### src/design/kpsr_pkg.sv
// ----------------------------------------------------------------------------
// kpsr_pkg: shared types and constants for the keypad and serial register block
// Transfer structs, command word passed from front to back, register map.
// ----------------------------------------------------------------------------
package kpsr_pkg;

    // item actions
    localparam logic [1:0] ACT_READ  = 2'd0;
    localparam logic [1:0] ACT_WRITE = 2'd1;
    localparam logic [1:0] ACT_KEY   = 2'd2;
    localparam logic [1:0] ACT_NONE  = 2'd3;

    // access sizes (size 3 acts as a word)
    localparam logic [1:0] SIZE_BYTE = 2'd0;
    localparam logic [1:0] SIZE_HALF = 2'd1;

    localparam int unsigned QUEUE_DEPTH = 2;

    // stored halfwords: only those that can ever be read back
    localparam int unsigned NUM_REGS = 8;
    localparam int unsigned KEY_IDX  = 2;   // key input, halfword 8
    localparam int unsigned CTRL_IDX = 3;   // key control, halfword 9
    localparam int unsigned RCNT_IDX = 4;   // halfword 10

    localparam logic [6:0] REG_HW [NUM_REGS] = '{
        7'd4, 7'd5, 7'd8, 7'd9, 7'd10, 7'd16, 7'd26, 7'd27
    };

    localparam logic [15:0] KEY_RESET  = 16'h03FF;
    localparam logic [15:0] RCNT_RESET = 16'h8000;

    localparam int unsigned KEY_BITS     = 10;
    localparam int unsigned KEY_MAX      = 9;
    localparam int unsigned IRQ_EN_BIT   = 14;
    localparam int unsigned IRQ_AND_BIT  = 15;

    // read rows: pairs of halfwords that form one aligned word
    localparam logic [2:0] ROW_0809 = 3'd0;  // 0x08 / 0x0A
    localparam logic [2:0] ROW_1013 = 3'd1;  // 0x10 / 0x12
    localparam logic [2:0] ROW_14   = 3'd2;  // 0x14, high half reads 0
    localparam logic [2:0] ROW_20   = 3'd3;  // 0x20, high half reads 0
    localparam logic [2:0] ROW_3437 = 3'd4;  // 0x34 / 0x36

    typedef struct packed {
        logic [1:0]  action;
        logic [7:0]  address;
        logic [1:0]  access_size;
        logic [31:0] write_data;
        logic [3:0]  key_number;
        logic        key_down;
    } req_t;

    typedef struct packed {
        logic [31:0] read_data;
        logic        read_hit;
        logic        key_irq;
    } rsp_t;

    typedef struct packed {
        logic       hit;
        logic       is_reg;
        logic [2:0] row;
    } rd_class_t;

    typedef struct packed {
        logic [1:0]                     action;
        // read side
        logic                           rd_hit;
        logic                           rd_reg;
        logic [2:0]                     rd_row;
        logic [1:0]                     rd_size;
        logic                           rd_half;
        logic                           rd_byte_hi;
        // write side
        logic [NUM_REGS-1:0][1:0]       wr_be;
        logic [31:0]                    wr_lane;
        // key side
        logic [KEY_BITS-1:0]            key_mask;
        logic                           key_down;
    } cmd_t;

    // class of one halfword offset for reads
    function automatic rd_class_t classify_half(input logic [6:0] hw);
        rd_class_t c;
        c = '{hit: 1'b0, is_reg: 1'b0, row: ROW_0809};
        case (hw)
            7'd0, 7'd1, 7'd2, 7'd3, 7'd11, 7'd24, 7'd25, 7'd28: c.hit = 1'b1;
            7'd4, 7'd5:   c = '{hit: 1'b1, is_reg: 1'b1, row: ROW_0809};
            7'd8, 7'd9:   c = '{hit: 1'b1, is_reg: 1'b1, row: ROW_1013};
            7'd10:        c = '{hit: 1'b1, is_reg: 1'b1, row: ROW_14};
            7'd16:        c = '{hit: 1'b1, is_reg: 1'b1, row: ROW_20};
            7'd26, 7'd27: c = '{hit: 1'b1, is_reg: 1'b1, row: ROW_3437};
            default:      c.hit = 1'b0;
        endcase
        return c;
    endfunction

endpackage

### src/design/kpsr_front.sv
// ----------------------------------------------------------------------------
// kpsr_front: request intake and decode
// Classifies each request and turns it into a command for the back end.
// ----------------------------------------------------------------------------
module kpsr_front (
    input  logic            req_valid,
    output logic            req_stall,
    input  kpsr_pkg::req_t  req,
    input  logic            queue_full,
    output logic            push,
    output kpsr_pkg::cmd_t  cmd
);

    kpsr_pkg::rd_class_t rd_class;
    logic [6:0]          rd_hw;
    logic                is_word;
    logic                wr_match;
    int unsigned         i;

    assign req_stall = queue_full;
    assign push      = req_valid & ~queue_full;

    assign is_word = (req.access_size != kpsr_pkg::SIZE_BYTE) &&
                     (req.access_size != kpsr_pkg::SIZE_HALF);
    assign rd_hw    = is_word ? {req.address[7:2], 1'b0} : req.address[7:1];
    assign rd_class = kpsr_pkg::classify_half(rd_hw);

    always_comb
    begin
        cmd            = '0;
        wr_match       = 1'b0;
        cmd.action     = req.action;
        cmd.rd_hit     = rd_class.hit;
        cmd.rd_reg     = rd_class.is_reg;
        cmd.rd_row     = rd_class.row;
        cmd.rd_size    = req.access_size;
        cmd.rd_half    = req.address[1];
        cmd.rd_byte_hi = req.address[0];
        cmd.key_down   = req.key_down;

        if (req.key_number <= 4'(kpsr_pkg::KEY_MAX))
            cmd.key_mask = kpsr_pkg::KEY_BITS'(1) << req.key_number;

        // replicate narrow data so even halfwords take [15:0], odd take [31:16]
        case (req.access_size)
            kpsr_pkg::SIZE_BYTE: cmd.wr_lane = {4{req.write_data[7:0]}};
            kpsr_pkg::SIZE_HALF: cmd.wr_lane = {2{req.write_data[15:0]}};
            default:             cmd.wr_lane = req.write_data;
        endcase

        for (i = 0; i < kpsr_pkg::NUM_REGS; i++)
        begin
            if (is_word)
                wr_match = req.address[7:2] == kpsr_pkg::REG_HW[i][6:1];
            else
                wr_match = req.address[7:1] == kpsr_pkg::REG_HW[i];
            // key input is read-only from the bus
            if (req.action == kpsr_pkg::ACT_WRITE && wr_match && i != kpsr_pkg::KEY_IDX)
            begin
                if (req.access_size == kpsr_pkg::SIZE_BYTE)
                    cmd.wr_be[i] = req.address[0] ? 2'b10 : 2'b01;
                else
                    cmd.wr_be[i] = 2'b11;
            end
        end
    end

endmodule

### src/design/kpsr_fifo.sv
// ----------------------------------------------------------------------------
// kpsr_fifo: command queue
// Small FIFO that decouples decode from execution.
// ----------------------------------------------------------------------------
module kpsr_fifo #(
    parameter int unsigned DEPTH = kpsr_pkg::QUEUE_DEPTH
) (
    input  logic            clk,
    input  logic            rst_n,
    input  logic            push,
    input  kpsr_pkg::cmd_t  push_cmd,
    input  logic            pop,
    output logic            full,
    output logic            not_empty,
    output kpsr_pkg::cmd_t  head
);

    localparam int unsigned PTR_W = (DEPTH > 1) ? $clog2(DEPTH) : 1;
    localparam int unsigned CNT_W = $clog2(DEPTH + 1);

    kpsr_pkg::cmd_t   slot_reg [DEPTH];
    logic [PTR_W-1:0] wr_ptr_reg, wr_ptr_next;
    logic [PTR_W-1:0] rd_ptr_reg, rd_ptr_next;
    logic [CNT_W-1:0] count_reg, count_next;

    function automatic logic [PTR_W-1:0] bump(input logic [PTR_W-1:0] p);
        return (p == PTR_W'(DEPTH - 1)) ? '0 : p + PTR_W'(1);
    endfunction

    assign full      = count_reg == CNT_W'(DEPTH);
    assign not_empty = count_reg != '0;
    assign head      = slot_reg[rd_ptr_reg];

    always_comb
    begin
        wr_ptr_next = push ? bump(wr_ptr_reg) : wr_ptr_reg;
        rd_ptr_next = pop  ? bump(rd_ptr_reg) : rd_ptr_reg;
        count_next  = count_reg;
        if (push && !pop)
            count_next = count_reg + CNT_W'(1);
        else if (pop && !push)
            count_next = count_reg - CNT_W'(1);
    end

    always_ff @(posedge clk or negedge rst_n)
    begin
        if (!rst_n)
        begin
            wr_ptr_reg <= '0;
            rd_ptr_reg <= '0;
            count_reg  <= '0;
        end
        else
        begin
            wr_ptr_reg <= wr_ptr_next;
            rd_ptr_reg <= rd_ptr_next;
            count_reg  <= count_next;
        end
    end

    always_ff @(posedge clk)
    begin
        if (push)
            slot_reg[wr_ptr_reg] <= push_cmd;
    end

endmodule

### src/design/kpsr_back.sv
// ----------------------------------------------------------------------------
// kpsr_back: command execution
// Holds the register bank, performs reads, writes and key updates, and
// registers the response.
// ----------------------------------------------------------------------------
module kpsr_back (
    input  logic            clk,
    input  logic            rst_n,
    input  logic            cmd_valid,
    input  kpsr_pkg::cmd_t  cmd,
    output logic            pop,
    output logic            rsp_valid,
    input  logic            rsp_stall,
    output kpsr_pkg::rsp_t  rsp
);

    logic [15:0]          bank_reg  [kpsr_pkg::NUM_REGS];
    logic [15:0]          bank_next [kpsr_pkg::NUM_REGS];
    logic                 rsp_valid_reg, rsp_valid_next;
    kpsr_pkg::rsp_t       rsp_reg, rsp_next;

    logic [31:0]          row_word;
    logic [15:0]          half;
    logic [15:0]          key_cur;
    logic [15:0]          key_nxt;
    logic [15:0]          ctrl;
    logic [kpsr_pkg::KEY_BITS-1:0] pressed;
    logic [kpsr_pkg::KEY_BITS-1:0] sel;
    logic                 key_changed;
    logic                 irq;
    logic [15:0]          lane;
    int unsigned          i;

    assign pop       = cmd_valid & (~rsp_valid_reg | ~rsp_stall);
    assign rsp_valid = rsp_valid_reg;
    assign rsp       = rsp_reg;

    always_comb
    begin
        case (cmd.rd_row)
            kpsr_pkg::ROW_0809: row_word = {bank_reg[1], bank_reg[0]};
            kpsr_pkg::ROW_1013: row_word = {bank_reg[3], bank_reg[2]};
            kpsr_pkg::ROW_14:   row_word = {16'h0000, bank_reg[kpsr_pkg::RCNT_IDX]};
            kpsr_pkg::ROW_20:   row_word = {16'h0000, bank_reg[5]};
            kpsr_pkg::ROW_3437: row_word = {bank_reg[7], bank_reg[6]};
            default:            row_word = '0;
        endcase
        half = cmd.rd_half ? row_word[31:16] : row_word[15:0];
    end

    // key update and interrupt check on the new key state
    always_comb
    begin
        key_cur = bank_reg[kpsr_pkg::KEY_IDX];
        key_nxt = key_cur;
        if (cmd.key_down)
            key_nxt[kpsr_pkg::KEY_BITS-1:0] = key_cur[kpsr_pkg::KEY_BITS-1:0] & ~cmd.key_mask;
        else
            key_nxt[kpsr_pkg::KEY_BITS-1:0] = key_cur[kpsr_pkg::KEY_BITS-1:0] | cmd.key_mask;
        key_changed = key_nxt != key_cur;
        ctrl    = bank_reg[kpsr_pkg::CTRL_IDX];
        pressed = ~key_nxt[kpsr_pkg::KEY_BITS-1:0];
        sel     = ctrl[kpsr_pkg::KEY_BITS-1:0];
        irq     = key_changed && ctrl[kpsr_pkg::IRQ_EN_BIT] && (|sel) && (|pressed) &&
                  (ctrl[kpsr_pkg::IRQ_AND_BIT] ? ((pressed & sel) == sel) : |(pressed & sel));
    end

    always_comb
    begin
        lane = '0;
        for (i = 0; i < kpsr_pkg::NUM_REGS; i++)
        begin
            bank_next[i] = bank_reg[i];
            lane = kpsr_pkg::REG_HW[i][0] ? cmd.wr_lane[31:16] : cmd.wr_lane[15:0];
            if (pop && cmd.action == kpsr_pkg::ACT_WRITE)
            begin
                if (cmd.wr_be[i][0])
                    bank_next[i][7:0] = lane[7:0];
                if (cmd.wr_be[i][1])
                    bank_next[i][15:8] = lane[15:8];
            end
        end
        if (pop && cmd.action == kpsr_pkg::ACT_KEY)
            bank_next[kpsr_pkg::KEY_IDX] = key_nxt;
    end

    always_comb
    begin
        rsp_valid_next = rsp_valid_reg & rsp_stall;
        rsp_next       = rsp_reg;
        if (pop)
        begin
            rsp_valid_next = 1'b1;
            rsp_next       = '0;
            case (cmd.action)
                kpsr_pkg::ACT_READ:
                begin
                    rsp_next.read_hit = cmd.rd_hit;
                    if (cmd.rd_reg)
                    begin
                        case (cmd.rd_size)
                            kpsr_pkg::SIZE_BYTE:
                                rsp_next.read_data = {24'h0, cmd.rd_byte_hi ? half[15:8]
                                                                            : half[7:0]};
                            kpsr_pkg::SIZE_HALF:
                                rsp_next.read_data = {16'h0, half};
                            default:
                                rsp_next.read_data = row_word;
                        endcase
                    end
                end
                kpsr_pkg::ACT_WRITE:
                    rsp_next.read_hit = 1'b1;
                kpsr_pkg::ACT_KEY:
                begin
                    rsp_next.read_hit = 1'b1;
                    rsp_next.key_irq  = irq;
                end
                default:
                    rsp_next = '0;
            endcase
        end
    end

    always_ff @(posedge clk or negedge rst_n)
    begin
        if (!rst_n)
        begin
            for (int unsigned j = 0; j < kpsr_pkg::NUM_REGS; j++)
            begin
                if (j == kpsr_pkg::KEY_IDX)
                    bank_reg[j] <= kpsr_pkg::KEY_RESET;
                else if (j == kpsr_pkg::RCNT_IDX)
                    bank_reg[j] <= kpsr_pkg::RCNT_RESET;
                else
                    bank_reg[j] <= '0;
            end
            rsp_valid_reg <= 1'b0;
        end
        else
        begin
            for (int unsigned j = 0; j < kpsr_pkg::NUM_REGS; j++)
                bank_reg[j] <= bank_next[j];
            rsp_valid_reg <= rsp_valid_next;
        end
    end

    always_ff @(posedge clk)
    begin
        rsp_reg <= rsp_next;
    end

endmodule

### src/design/keypad_serial_register_block.sv
// ----------------------------------------------------------------------------
// keypad_serial_register_block: keypad and serial register window
// Bus reads and writes of a 60-byte register window plus key events, with
// the keypad interrupt evaluated on each key state change.
// ----------------------------------------------------------------------------
// Usage:
//   req channel (req_valid / req_stall / req) carries one item per transfer:
//   a bus read, a bus write or a key event. rsp channel (rsp_valid /
//   rsp_stall / rsp) returns exactly one result per item, in order.
//   A request is written into the decode queue, taken from its head by the
//   execution stage, and its result is captured in the response register.
//   Throughput is one item per cycle while rsp_stall is low; the execution stage reads the bank
//   and updates it in the same cycle, so an item sees every earlier write.
//   While rsp_stall is high a valid response stays in the response register and the two-entry
//   command queue fills; req_stall rises only when that queue is full.
//   Reset empties the queue and the response register and loads the bank:
//   all zero, key input 0x03FF (all keys up), RCNT 0x8000.
// ----------------------------------------------------------------------------
module keypad_serial_register_block #(
    parameter int unsigned QUEUE_DEPTH = kpsr_pkg::QUEUE_DEPTH
) (
    input  logic            clk,
    input  logic            rst_n,
    input  logic            req_valid,
    output logic            req_stall,
    input  kpsr_pkg::req_t  req,
    output logic            rsp_valid,
    input  logic            rsp_stall,
    output kpsr_pkg::rsp_t  rsp
);

    kpsr_pkg::cmd_t push_cmd;
    kpsr_pkg::cmd_t head_cmd;
    logic           push;
    logic           pop;
    logic           queue_full;
    logic           queue_not_empty;

    kpsr_front u_front (
        .req_valid  (req_valid),
        .req_stall  (req_stall),
        .req        (req),
        .queue_full (queue_full),
        .push       (push),
        .cmd        (push_cmd)
    );

    kpsr_fifo #(
        .DEPTH (QUEUE_DEPTH)
    ) u_fifo (
        .clk       (clk),
        .rst_n     (rst_n),
        .push      (push),
        .push_cmd  (push_cmd),
        .pop       (pop),
        .full      (queue_full),
        .not_empty (queue_not_empty),
        .head      (head_cmd)
    );

    kpsr_back u_back (
        .clk       (clk),
        .rst_n     (rst_n),
        .cmd_valid (queue_not_empty),
        .cmd       (head_cmd),
        .pop       (pop),
        .rsp_valid (rsp_valid),
        .rsp_stall (rsp_stall),
        .rsp       (rsp)
    );

endmodule

### config.mk
export PLATFORM = sky130hd
export DESIGN_NAME = keypad_serial_register_block
export DESIGN_NICKNAME = d
export VERILOG_FILES = /design/src/design/kpsr_pkg.sv /design/src/design/kpsr_front.sv /design/src/design/kpsr_fifo.sv /design/src/design/kpsr_back.sv /design/src/design/keypad_serial_register_block.sv
export SDC_FILE = /design/constraint.sdc
export NUM_CORES = 1
export LEC_CHECK = 0
export BUFFER_PORTS_ARGS = -buffer_cell sky130_fd_sc_hd__buf_2
export CORE_UTILIZATION = 25
export DETAILED_ROUTE_END_ITERATION = 10
export GPL_TIMING_DRIVEN = 1
export SLEW_MARGIN = 25
export SYNTH_ARGS = -nofsm -noshare
export SYNTH_HDL_FRONTEND = slang
export SYNTH_SLANG_ARGS = --single-unit
### constraint.sdc
create_clock -name clk -period 4.5 [get_ports clk]
set_clock_uncertainty 0.05 [all_clocks]
set_input_delay 0.675 -clock clk [delete_from_list [all_inputs] [get_ports clk]]
set_output_delay 0.675 -clock clk [all_outputs]
set_load 0.02 [all_outputs]
# After elaboration in Yosys (flattened, before gate mapping)
# Memories as Yosys holds them, arrays and structs flattened.
# Index checks and enable logic that the tools add are counted.
[word_totals]
ff_bits = 167
ramBits = 136
output_inout_bits = 36
wordCells = 178
mem_count = 1
[classes]
n_addsub = 4
order_cmp = 1
n_eq_ne = 40
n_shift = 1
n_mux = 39
bitwise_logic = 13
n_reduce_logical = 55
[memory_table]
columns = ["memory", "words", "word_bits", "rd", "rd_ports_with_merged_regs", "write_ports", "line_no", "source"]
rows = [
  ["u_fifo.slot_reg", 2, 68, 1, 0, 1, "kpsr_fifo.sv:21", "kpsr_pkg::cmd_t slot_reg [DEPTH];"],
]
[ops]
columns = ["op", "n"]
rows = [
  ["32-bit one-hot mux with 5 select lines", 1],
  ["32-bit one-hot mux with 2 select lines", 2],
  ["7-bit by 5-bit == test with 1-bit output (second input constant)", 9],
  ["7-bit by 4-bit == test with 1-bit output (second input constant)", 6],
  ["10-bit two-way mux", 4],
  ["2-bit AND reduction", 17],
  ["10-bit OR reduction", 3],
  ["7-bit by 3-bit == test with 1-bit output (second input constant)", 4],
  ["2-bit two-way mux", 12],
  ["10-bit bitwise AND", 2],
  ["10-bit NOT", 2],
  ["4-bit one-hot mux with 5 select lines", 1],
  ["1-bit logical AND", 16],
  ["16-bit two-way mux", 1],
  ["8-bit two-way mux", 2],
  ["16-bit OR reduction", 1],
  ["1-bit two-way mux", 15],
  ["7-bit by 2-bit == test with 1-bit output (second input constant)", 2],
  ["6-bit by 3-bit == test with 1-bit output (second input constant)", 2],
  ["6-bit by 4-bit == test with 1-bit output (second input constant)", 2],
  ["2-bit nonzero test", 6],
  ["10-bit == test", 1],
  ["10-bit inequality test", 1],
  ["10-bit bitwise OR", 1],
  ["23 further kinds", 40],
]

# Longest topological paths before layout
# Gate-level depths: netlist of the first run.
# An unclocked memory read counts as a cell.
[depth]
ltp_word = 9
mapped_depth = 14
depth_no_buf = 7

# Modules after synthesis
# A second synthesis of the first run with hierarchy kept.
[hier_totals]
cells_unflattened = 1016
hier_area_um2 = 14527.7
[modules_own_cells]
columns = ["mod", "n_inst", "cells_per_inst", "area_each_um2", "seq_area_each_um2"]
rows = [
  ["kpsr_back", 1, 649, 8027.7, 4262.8],
  ["kpsr_fifo", 1, 234, 5591.6, 4304.1],
  ["kpsr_front", 1, 133, 908.4, 0.0],
]

# Least setup slack after synthesis of the first run
# No wires, ideal clock.
[synth_path]
kind = "input to register"
start = "input req_valid"
end = "memory u_fifo.slot_reg[0][0] in the netlist's numbering (enable)"
setup_ps = 494
arrival_time_ps = 3605
slack_ps = 351
cell_stages = 2
n_path_buf = 0
cell_sequence = "nand2_1 -> nor2_1"
[synth_via]
elab_chain_cells = 3
[synth_rtl]
columns = ["item", "line_no", "source"]
rows = [
  ["start, declared", "keypad_serial_register_block.sv:24", "input logic req_valid,"],
  ["1-bit bitwise AND", "kpsr_front.sv:21", "assign push = req_valid & ~queue_full;"],
  ["1-bit two-way mux", "kpsr_fifo.sv:63", "if (push)"],
  ["1-bit two-way mux (not written as such)", "kpsr_fifo.sv:64", "slot_reg[wr_ptr_reg] <= push_cmd;"],
  ["end, declared", "kpsr_fifo.sv:21", ""],
]
# No other way between the ends.

# Worst setup path in the final report of the first run
[layout_path]
start = "register u_fifo.rd_ptr_reg"
end = "register u_back.rsp_reg, in the netlist u_back.rsp[8], data pin"
[layout_via]
elab_chain_cells = 6
word_cells_on_any_way = 14
classes_between = "5 x eq/ne; 4 x mux; 4 x reduce/logical; 1 x memory"
[layout_rtl]
columns = ["item", "line_no", "source"]
rows = [
  ["start, declared", "kpsr_fifo.sv:23", "logic [PTR_W-1:0] rd_ptr_reg, rd_ptr_next;"],
  ["start signal, assigned", "kpsr_fifo.sv:56", "rd_ptr_reg <= rd_ptr_next;"],
  ["memory read 2 x 68 bit (*)", "n/a", ""],
  ["3-bit == test, or another cell as far along", "kpsr_back.sv:40", "case (cmd.rd_row)"],
  ["32-bit one-hot mux with 5 select lines", "kpsr_back.sv:40", ""],
  ["16-bit two-way mux", "kpsr_back.sv:48", "half = cmd.rd_half ? row_word[31:16] : row_word[15:0];"],
  ["8-bit two-way mux", "kpsr_back.sv:103", "rsp_next.read_data = {24'h0, cmd.rd_byte_hi ? half[15:8]"],
  ["32-bit one-hot mux with 2 select lines", "kpsr_back.sv:101", "case (cmd.rd_size)"],
  ["end signal, assigned", "kpsr_back.sv:150", "rsp_reg <= rsp_next;"],
  ["end, declared", "kpsr_back.sv:20", "kpsr_pkg::rsp_t rsp_reg, rsp_next;"],
]
# Every way passes the cells marked *; elsewhere a longest branch is shown, timed or not.
# A chain may end at the register's enable or synchronous reset.

==> qor.yml, run 1 <==
logic_synthesis:
  synth_area_sq_mm: 0.0136
  yosysWarnings: 0
  synth_top_area_frac: 0.376
  synth_nets: 1219
  synthTopCellsByCount: "nand2_1 (206), edfxtp_1 (170), o21ai_0 (156), dfrtp_1 (116), mux2i_1 (90)"
  avgSynthCellArea_sq_um: 11.7
  yosys-top-cells-area: "edfxtp_1 (38%), dfrtp_1 (21%), mux2i_1 (6.6%), o21ai_0 (5.8%), nand2_1 (5.7%)"
  yosys.area.top_type: "edfxtp_1"
  synth_cells: 1161
  synthDistinctLibCells: 71
  synthArstFlopShare: 0.428
  synth_edf_count: 170
  yosysSeqAreaShare: 0.611
  ys.flop_type: "edfxtp_1"
  yosys.cell_count.top_type: "nand2_1"
  ys_seq_elements: 297
detailed_routing:
  postRouteAntennaNets: 0
  drt_iter0_markers: 1029
  first_pass_iters: 7
  drt-wirelength-per-cell_microns: 18.7
  vias_per_cell: 4.79
  wl_microns: 36700
  vias: 9408
  drt_drc_violations_left: 0
global_route:
  grt_pass1_wl_microns: 56500
  gr-usage-met1: 0.200
  grtUsageMet2: 0.185
  grt_pass1_vias: 9054
  grt.busiest_layer: "met1"
  antenna_found_initial: 3
  grt_max_degree: 74
  grt_usage: 0.132
  use_met3: 0.0363
  gr-total-overflow: 0
die:
  die-area_sq_mm: 0.0552
  ios: 89
  core-area_sq_mm: 0.0537
  start_util: 0.253
  row_count: 85
  die_w_microns: 235
  die_y_microns: 235
power:
  p_comb_frac: 0.336
  p_leak_nw: 6.19
  p_int_mw: 6.68
  switching_share: 0.384
  vdd_drop_max_mv: 0.269
  p_sw_mw: 4.17
  p_clk_frac: 0.240
  power_frac_seq: 0.424
  power_density_mw_per_mm2: 688
critical_path:
  r2r-start: "u_fifo.rd_ptr_reg$_DFFE_PN0P_"
  critPathCaptureType: "flop"
  required_ns: 4.85
  critical_path_class: "flop to flop"
  arrival_ns: 3.98
  r2r_slack_ns: 0.87
  cp_max_fo: 64
  crit_path_start: "u_fifo.rd_ptr_reg$_DFFE_PN0P_"
  worstSetupStartpointType: "flop"
layout:
  syn2layout_area_growth_pct: 16.1
  fin_nets: 1302
  largest_reg_flops: 136
  multi_input_area_sq_mm: 0.00489
  antenna_cells: 0
  drive_gt1_frac: 0.177
  fillCellCount: 5436
  seq_area_sq_mm: 0.00830
  fin_util: 0.293
  layout.cells.non_filler: 1965
clock_tree:
  htree_levels: 1
  clock_sinks: 297
  cts_buffers: 31
  cts_setup_buffers: 0
  clk_latency_ns: 0.59
  cts_buffer_depth: 3
  cts_tree: "yes"
  clockRootBuffer: "clkbuf_16"
  cts_hold_buf: 0
  path_clk_slew_ns: 0.07
  cts_resized: 0
sta:
  fin_crit_sh: 0.807
  rsz0062_at_grt: "false"
  worst_slew_pin_slew_ns: 0.981
  slew_viol_final: 0
  setup_tns_ns: 0
  hold_viol_final: 0
  fmax_mhz: 275
  max_slew_margin: 0.333
  finalSetupViolCount: 0
  fin_ws_ns: 0.870
  finalCriticalPeriod_ns: 3.63
status:
  status: "complete, no violations"
placed_design:
  io_buffers: 88
  place_inst: 1907
  gp_congestion: 0.896
  dp_slack_ns: 0.931
  dp_hpwl_microns: 26600
flow_run:
  cap_violations: 0
min_path:
  hold_class: "input port to asynchronous set/reset pin"
==> routing by layer <==
layer / share of wire / routed length [microns] / up-vias
met2: 0.40 / 14800 / 315
li1: - / - / 4415
met4: 0.020 / 739 / 2
met1: 0.49 / 18000 / 4620
met3: 0.084 / 3080 / 56
met5: 0.00027 / 10 / -
==> critical path: stages, from the launching register on <==
cell,delay (ns)
dfrtp_4,0.98
mux2i_2,0.90
nand2_1,0.51
o22ai_1,0.54
nand2_1,0.10
o21a_1,0.12
o221ai_1,0.21
==> area by class of cell <==
cell class / instances / share of cell area
Sequential cell: 297 / 0.527
Multi-Input combinational cell: 787 / 0.310
Clock buffer: 45 / 0.0570
Tap cell: 696 / 0.0553
Timing Repair Buffer: 101 / 0.0353
Clock inverter: 13 / 0.00921
Inverter: 26 / 0.00619
==> kinds of logic (layout without fill, tap and decap cells) <==
| kind of cell | count (synthesis) | in the layout | share of synthesized area |
|---|---|---|---|
| and+or+nand+nor | 350 | 350 | 0.110 |
| AOI/OAI and AO/OA | 291 | 291 | 0.133 |
| muxes | 136 | 136 | 0.107 |
| adders and majority gates | 5 | 5 | 0.00461 |
| xor gates and xnor gates | 5 | 5 | 0.00323 |
| DFF | 297 | 297 | 0.611 |
| buffers and inverters | 77 | 185 | 0.0308 |
==> power by group through the flow <==
stage / Combinational, mW / Clock, mW / Sequential (mW)
global placement: 3.59 / 0 / 4.61
detailed placement: 3.63 / 0 / 4.64
floorplan: 2.54 / 0 / 4.46
global route: 4.01 / 2.77 / 4.70
finish: 3.65 / 2.60 / 4.60
CTS: 3.64 / 2.66 / 4.59
==> path summary, 6_finish.rpt <==
check                      cells past startpoint                         endpoint
setup / recovery                               6      u_back.rsp[8]$_SDFFCE_PN0P_
hold / removal                                 1       u_back.rsp_valid$_DFF_PN0_
setup reg to reg                               6      u_back.rsp[8]$_SDFFCE_PN0P_
hold reg to reg                                2  u_back.bank_reg[98]$_DFFE_PN0P_
max in group asynchronous                      2  u_back.bank_reg[63]$_DFFE_PN1P_
min in group clk                               1  u_fifo.slot_reg[1][0]$_DFFE_PP_
==> metrics by stage <==
stage / cell area, sq um / power (mW) / hold slack (ns)
2_1_floorplan: 13600 / 7.00 / 0.329
3_3_place_gp: 14700 / 8.20 / 0.410
3_5_place_dp: 14700 / 8.27 / 0.419
4_1_cts: 15800 / 10.9 / 0.195
5_1_grt: 15800 / 11.5 / 0.100
6_report: 15800 / 10.8 / 0.0460
==> cell usage in the layout (no fill, tap or decap), types with 12 or more instances in the layout <==
cell type / count
nand2_1: 206
edfxtp_1: 170
o21ai_0: 156
dfrtp_1: 115
mux2i_1: 89
buf_2: 87
nor2_1: 57
mux2_2: 40
clkbuf_16: 31
inv_1: 26
a21oi_1: 25
nand3_1: 21
nor3_1: 17
o22ai_1: 15
o2bb2ai_1: 15
nor2b_1: 13
buf_4: 12
No activity file was read; power rests on OpenSTA's default activity.
==> inputs of run 2 (changes only) <==
==> constraint.sdc (replaced) <==
create_clock -name clk -period 3.66 [get_ports clk]
set_clock_uncertainty 0.05 [all_clocks]
set_input_delay 0.549 -clock clk [delete_from_list [all_inputs] [get_ports clk]]
set_output_delay 0.549 -clock clk [all_outputs]
set_load 0.02 [all_outputs]
==> run 2 against run 1 <==
  * Final area grew 0.91%
  * Register-to-register slack got worse by 0.15 ns
  * First-iteration DRC count shrank 27%
  * Power grew 26%
  * Critical path type unchanged
  * Largest cell class unchanged
  * Highest routed layer is now met4
==> qor.yml, run 2 (same netlist as run 1, synthesis figures left out) <==
status:
  status: "complete, no violations"
global_route:
  grt_pass1_wl_microns: 56200  # -0.64%
  antenna_found_initial: 1  # -2
  grt_max_degree: 65  # -12%
  grt_usage: 0.132  # -0.000390
  gr-total-overflow: 0  # unchanged
  grt_pass1_vias: 8971  # -0.92%
die:
  start_util: 0.253  # unchanged
  ios: 89  # unchanged
  die_w_microns: 235  # unchanged
  die_y_microns: 235  # unchanged
  row_count: 85  # unchanged
  core-area_sq_mm: 0.0537  # unchanged
  die-area_sq_mm: 0.0552  # unchanged
power:
  p_sw_mw: 5.14  # +23%
  p_comb_frac: 0.337  # about the same
  finalPower_mw: 13.6  # +26%
  power_density_mw_per_mm2: 856  # +24%
  power_frac_seq: 0.409  # -0.015
  p_clk_frac: 0.254  # +0.014
  p_leak_nw: 6.26  # +1.1%
  vdd_drop_max_mv: 0.315  # +17%
  p_int_mw: 8.48  # +27%
  switching_share: 0.378  # -0.00647
sta:
  fin_crit_sh: 0.802  # -0.00446
  finalCriticalPeriod_ns: 2.94  # -0.694 ns
  rsz0062_at_grt: "false"
  finalSetupViolCount: 0  # unchanged
  holdWs_ns: 0.165  # +0.119 ns
  setup_tns_ns: 0  # unchanged
  slew_viol_final: 0  # unchanged
  fmax_mhz: 341  # +24%
  worst_slew_pin_slew_ns: 0.857  # -0.124 ns
  max_slew_margin: 0.412  # +0.0791
  hold_viol_final: 0  # unchanged
critical_path:
  cp_slowest_cell: "and2_0"
  cp_max_fo: 16  # -75%
  r2r-start: "u_fifo.rd_ptr_reg$_DFFE_PN0P_"
  r2r_slack_ns: 0.72  # -0.15 ns
  crit_path_start: "u_fifo.rd_ptr_reg$_DFFE_PN0P_"
  required_ns: 3.98  # -0.87 ns
  crit_family: "simple AND/OR/NAND/NOR gates"
  worstSetupPathDepth: 6  # unchanged
  ff2ff_path_depth: 6  # unchanged
  cpMostUsedCell: "nand2_1"
  cp_num_buf_inv: 0  # unchanged
  worstSetupStartpointType: "flop"
  critical_path_class: "flop to flop"
  reg2reg_to: "u_back.bank_reg[121]$_DFFE_PN0P_"
  arrival_ns: 3.25  # -0.73 ns
  critical-path-max-stage-delay_ns: 0.68  # -0.30 ns
  critPathCaptureType: "flop"
  crit_chain: "mux2i_1 > ha_1 > and2_0 > nand2_1 > nand2_1 > o21ai_0"
  endpoint: "u_back.bank_reg[121]$_DFFE_PN0P_"
layout:
  fin_nets: 1309  # +0.54%
  antenna_cells: 0  # unchanged
  layout_commonest_cell: "nand2_1"
  final_cell_mix: "nand2_1 (206), edfxtp_1 (170), o21ai_0 (156)"
  drive_gt1_frac: 0.179  # +0.00203
  largest_reg_flops: 136  # unchanged
  syn2layout_area_growth_pct: 17.2
  stdcell_area_sq_mm: 0.0159  # +0.91%
  layout.cells.non_filler: 1973  # +0.41%
placed_design:
  dpl_cell_area_sq_mm: 0.0148  # +0.30%
  gp_congestion: 0.872  # -2.6%
  place_inst: 1910  # +0.16%
  dp_hpwl_microns: 27000  # +1.5%
  io_buffers: 88  # unchanged
detailed_routing:
  vias: 9461  # +0.56%
  top_layer: "met4"
  wl_microns: 37200  # +1.4%
  drt_iter0_markers: 748  # -27%
  first_pass_iters: 5  # -2
  vias_per_cell: 4.80  # +0.16%
  m1WireLength_microns: 18000  # -0.38%
  wl_met2_microns: 15300  # +3.4%
  routed-wl-met3_microns: 3150  # +2.1%
  drt_drc_violations_left: 0  # unchanged
  postRouteAntennaNets: 0  # unchanged
  drt-wirelength-per-cell_microns: 18.8  # +0.98%
clock_tree:
  clock_sinks: 297  # unchanged
  path_clk_slew_ns: 0.06  # about the same
  htree_levels: 2  # +1
  clk_latency_ns: 0.53  # -0.06 ns
  cts_setup_buffers: 0  # unchanged
  cts_buffer_depth: 3  # unchanged
  cts_tree: "yes"
  clockRootBuffer: "clkbuf_16"
  cts_buffers: 34  # +9.7%
flow_run:
  cap_violations: 0  # unchanged
min_path:
  hold_class: "input port to flop"
==> run 2: cell types whose count changed in the layout (fill, tap and decap cells not counted), moves of 2 or more <==
cell / previous run / this run
clkbuf_8: 7 / 2
buf_4: 12 / 14
buf_12: 1 / 3
clkbuf_16: 31 / 35
bufinv_16: 2 / 4
clkinv_1: 0 / 2
==> run 2: through the flow <==
| stage | util | setup WS [ns] |
|---|---|---|
| floorplan | - | 0.135 |
| global placement | 0.275 | 0.835 |
| detailed placement | 0.275 | 0.743 |
| CTS | 0.296 | 0.731 |
| global route | 0.296 | 0.486 |
| finish | 0.296 | 0.724 |
==> run 2: worst reg2reg max path, stage by stage (launching register included) <==
cell and delay [ns]:
dfrtp_4 0.53, mux2i_1 0.33, ha_1 0.20, and2_0 0.68, nand2_1 0.67, nand2_1 0.22, o21ai_0 0.11
==> run 2: routing by layer <==
layer  track usage  vias up
li1              -     4444
met5             0        -
met4        0.0409        0
met3        0.0370       44
met2         0.184      333
met1         0.195     4640
==> run 2: layout make-up <==
class | count | area (sq um)
Fill cell | 5483 | 37800
Sequential cell | 297 | 8300
Multi-Input combinational cell | 787 | 4890
Clock buffer | 45 | 933
Tap cell | 696 | 871
Timing Repair Buffer | 105 | 611
Clock inverter | 17 | 204
Inverter | 26 | 97.6
==> run 2: worst min path at each step <==
stage                                         start                         endpoint  slack [ns]  depth (start not counted)
floorplan                                     rst_n   u_back.bank_reg[0]$_DFFE_PN0P_        0.20                          0
global placement    u_back.bank_reg[97]$_DFFE_PN0P_  u_back.bank_reg[97]$_DFFE_PN0P_        0.41                          2
detailed placement  u_back.bank_reg[48]$_DFFE_PN0P_  u_back.bank_reg[48]$_DFFE_PN0P_        0.42                          2
CTS                                          req[0]  u_fifo.slot_reg[1][0]$_DFFE_PP_        0.15                          1
global route                                 req[0]  u_fifo.slot_reg[1][0]$_DFFE_PP_        0.16                          1
finish                                       req[0]  u_fifo.slot_reg[0][0]$_DFFE_PP_        0.17                          1
==> run 2: power by group through the flow <==
stage | sequential (mW) | clock, mW | combinational [mW]
6_report | 5.57 | 3.46 | 4.59
5_1_grt | 5.68 | 3.66 | 5.04
4_1_cts | 5.57 | 3.52 | 4.57
3_5_place_dp | 5.63 | 0 | 4.55
3_3_place_gp | 5.61 | 0 | 4.48
2_1_floorplan | 5.48 | 0 | 3.12
==> run 2: timing repair <==
action | in CTS | in global routing
hold buffers | 1 | 0
resized for setup | 0 | 0
endpoints found under the hold margin | 18 | 0
==> inputs of run 3 (changes only) <==
==> constraint.sdc (replaced) <==
create_clock -name clk -period 2.9 [get_ports clk]
set_clock_uncertainty 0.05 [all_clocks]
set_input_delay 0.435 -clock clk [delete_from_list [all_inputs] [get_ports clk]]
set_output_delay 0.435 -clock clk [all_outputs]
set_load 0.02 [all_outputs]
==> run 3 against run 2 <==
  * Power grew 26%
  * Setup slack lost 0.57 ns
  * Via count grew 0.12%
  * Sequential power grew 25%
  * Core utilization grew 0.29 points
  * Final area grew 0.99%
  * Global-route usage is essentially flat
  * Register-to-register slack lost 0.57 ns
  * Largest cell class unchanged
  * Largest power group unchanged
==> qor.yml, run 3 (same netlist as run 1, synthesis figures left out) <==
die:
  ios: 89  # unchanged
  row_count: 85  # unchanged
  die_w_microns: 235  # unchanged
  die_y_microns: 235  # unchanged
  die-area_sq_mm: 0.0552  # unchanged
  core-area_sq_mm: 0.0537  # unchanged
  start_util: 0.253  # unchanged
global_route:
  gr-total-overflow: 0  # unchanged
  grt_pass1_vias: 9276  # +3.4%
  grt_usage: 0.132  # +0.000391
  antenna_found_initial: 1  # unchanged
  grt_pass1_wl_microns: 56800  # +1.1%
  grt_max_degree: 55  # -15%
sta:
  fin_crit_sh: 0.945  # +0.143
  finalCriticalPeriod_ns: 2.74  # -0.195 ns
  holdWs_ns: 0.0531  # -0.112 ns
  rsz0062_at_grt: "false"
  fin_ws_ns: 0.159  # -0.565 ns
  slew_viol_final: 0  # unchanged
  finalSetupViolCount: 0  # unchanged
  setup_tns_ns: 0  # unchanged
  worst_slew_pin_slew_ns: 0.768  # -0.0892 ns
  fmax_mhz: 365  # +7.1%
  hold_viol_final: 0  # unchanged
  max_slew_margin: 0.488  # +0.0758
power:
  power_frac_seq: 0.407  # -0.002
  vdd_drop_max_mv: 0.533  # +69%
  switching_share: 0.378  # about the same
  p_comb_frac: 0.348  # +0.011
  p_int_mw: 10.7  # +26%
  power_density_mw_per_mm2: 1070  # +25%
  p_leak_nw: 6.35  # +1.6%
  finalPower_mw: 17.2  # +26%
  p_clk_frac: 0.245  # -0.009
  p_sw_mw: 6.49  # +26%
detailed_routing:
  first_pass_iters: 5  # unchanged
  drt_drc_violations_left: 0  # unchanged
  drt_iter0_markers: 757  # +1.2%
  vias_per_cell: 4.76  # -0.69%
  wl_microns: 37100  # -0.36%
  postRouteAntennaNets: 0  # unchanged
  drt-wirelength-per-cell_microns: 18.6  # -1.2%
  vias: 9472  # +0.12%
clock_tree:
  cts_buffers: 31  # -8.8%
  clk_latency_ns: 0.58  # +0.05 ns
  clockRootBuffer: "clkbuf_16"
  cts_setup_buffers: 0  # unchanged
  htree_levels: 1  # -1
  cts_tree: "yes"
  clock_sinks: 297  # unchanged
  path_clk_slew_ns: 0.07  # about the same
  cts_buffer_depth: 3  # unchanged
layout:
  drive_gt1_frac: 0.190  # +0.0111
  fillCellCount: 5384  # -1.8%
  fin_nets: 1325  # +1.2%
  largest_reg_flops: 136  # unchanged
  final_cell_mix: "nand2_1 (205), edfxtp_1 (170), o21ai_0 (156)"
  syn2layout_area_growth_pct: 18.4
  layout_commonest_cell: "nand2_1"
critical_path:
  required_ns: 3.20  # -0.78 ns
  critPathCaptureType: "flop"
  worstSetupStartpointType: "flop"
  critical_path_class: "flop to flop"
  cp_max_fo: 33  # +17
  arrival_ns: 3.04  # -0.21 ns
placed_design:
  gp_congestion: 0.882  # +1.1%
  dp_hpwl_microns: 26900  # -0.54%
  dp_slack_ns: 0.188  # -0.555 ns
  io_buffers: 88  # unchanged
flow_run:
  cap_violations: 0  # unchanged
status:
  status: "complete, no violations"
min_path:
  hold_class: "input port to flop"
run 3: stage by stage:
| stage | cell area [sq um] | instances | util |
|---|---|---|---|
| 2_1_floorplan | 13600 | 1161 | - |
| 3_3_place_gp | 14900 | 1926 | 0.278 |
| 3_5_place_dp | 14900 | 1926 | 0.278 |
| 4_1_cts | 16100 | 1988 | 0.299 |
| 5_1_grt | 16100 | 1988 | 0.299 |
| 6_report | 16100 | 1989 | 0.299 |
run 3: power by group through the flow:
| stage | Clock (mW) | Sequential [mW] | Combinational (mW) |
|---|---|---|---|
| after detailed placement | 0 | 7.06 | 5.94 |
| after global routing | 4.48 | 7.12 | 6.54 |
| final | 4.20 | 6.98 | 5.98 |
| after floorplan | 0 | 6.91 | 3.94 |
| after global placement | 0 | 7.01 | 5.86 |
| after CTS | 4.30 | 6.98 | 5.97 |
run 3: final cells by class:
class	count	area [sq um]	area share
antenna	1	2.50	0.000156
sequential	297	8300	0.517
clock buffer	47	975	0.0607
clock inverter	11	128	0.00795
inverter	26	97.6	0.00608
multi-input combinational	787	4890	0.304
timing repair buffer	124	798	0.0497
tap	696	871	0.0542
run 3: what timing repair did:
item | in CTS | in global routing
hold endpoints to repair | 31 | 0
resized for setup | 0 | 2
setup endpoints to repair | 0 | 68
hold buffers | 4 | 0
run 3: worst max-delay path, cell delays in order, from the launching register on:
cell and delay, ns:
dfrtp_4 0.57, mux2i_4 0.29, buf_12 0.27, nand2_1 0.31, o22ai_1 0.53, a21oi_1 0.14, o21ai_0 0.33
run 3: worst paths after layout:
path / cells after the start / end / from / slack (ns)
worst max-delay path: 6 / u_back.rsp[15]$_SDFFCE_PN0P_ / u_fifo.rd_ptr_reg$_DFFE_PN0P_ / 0.16
worst min-delay path: 3 / u_back.rsp_valid$_DFF_PN0_ / rsp_stall / 0.05
worst max register to register: 6 / u_back.rsp[15]$_SDFFCE_PN0P_ / u_fifo.rd_ptr_reg$_DFFE_PN0P_ / 0.16
worst min register to register: 2 / u_back.bank_reg[102]$_DFFE_PN0P_ / u_back.bank_reg[102]$_DFFE_PN0P_ / 0.43
max in group asynchronous: 3 / u_back.bank_reg[122]$_DFFE_PN0P_ / rst_n / 1.66
min in group asynchronous: 2 / u_back.rsp_valid$_DFF_PN0_ / rst_n / 0.31
run 3: layer usage:
metal | GRT usage | vias to the layer above | part of all wire
met4 | 0.0311 | 0 | 0.018
met5 | 0 | - | 0
li1 | - | 4469 | -
met1 | 0.199 | 4677 | 0.49
met2 | 0.189 | 278 | 0.42
met3 | 0.0323 | 48 | 0.069
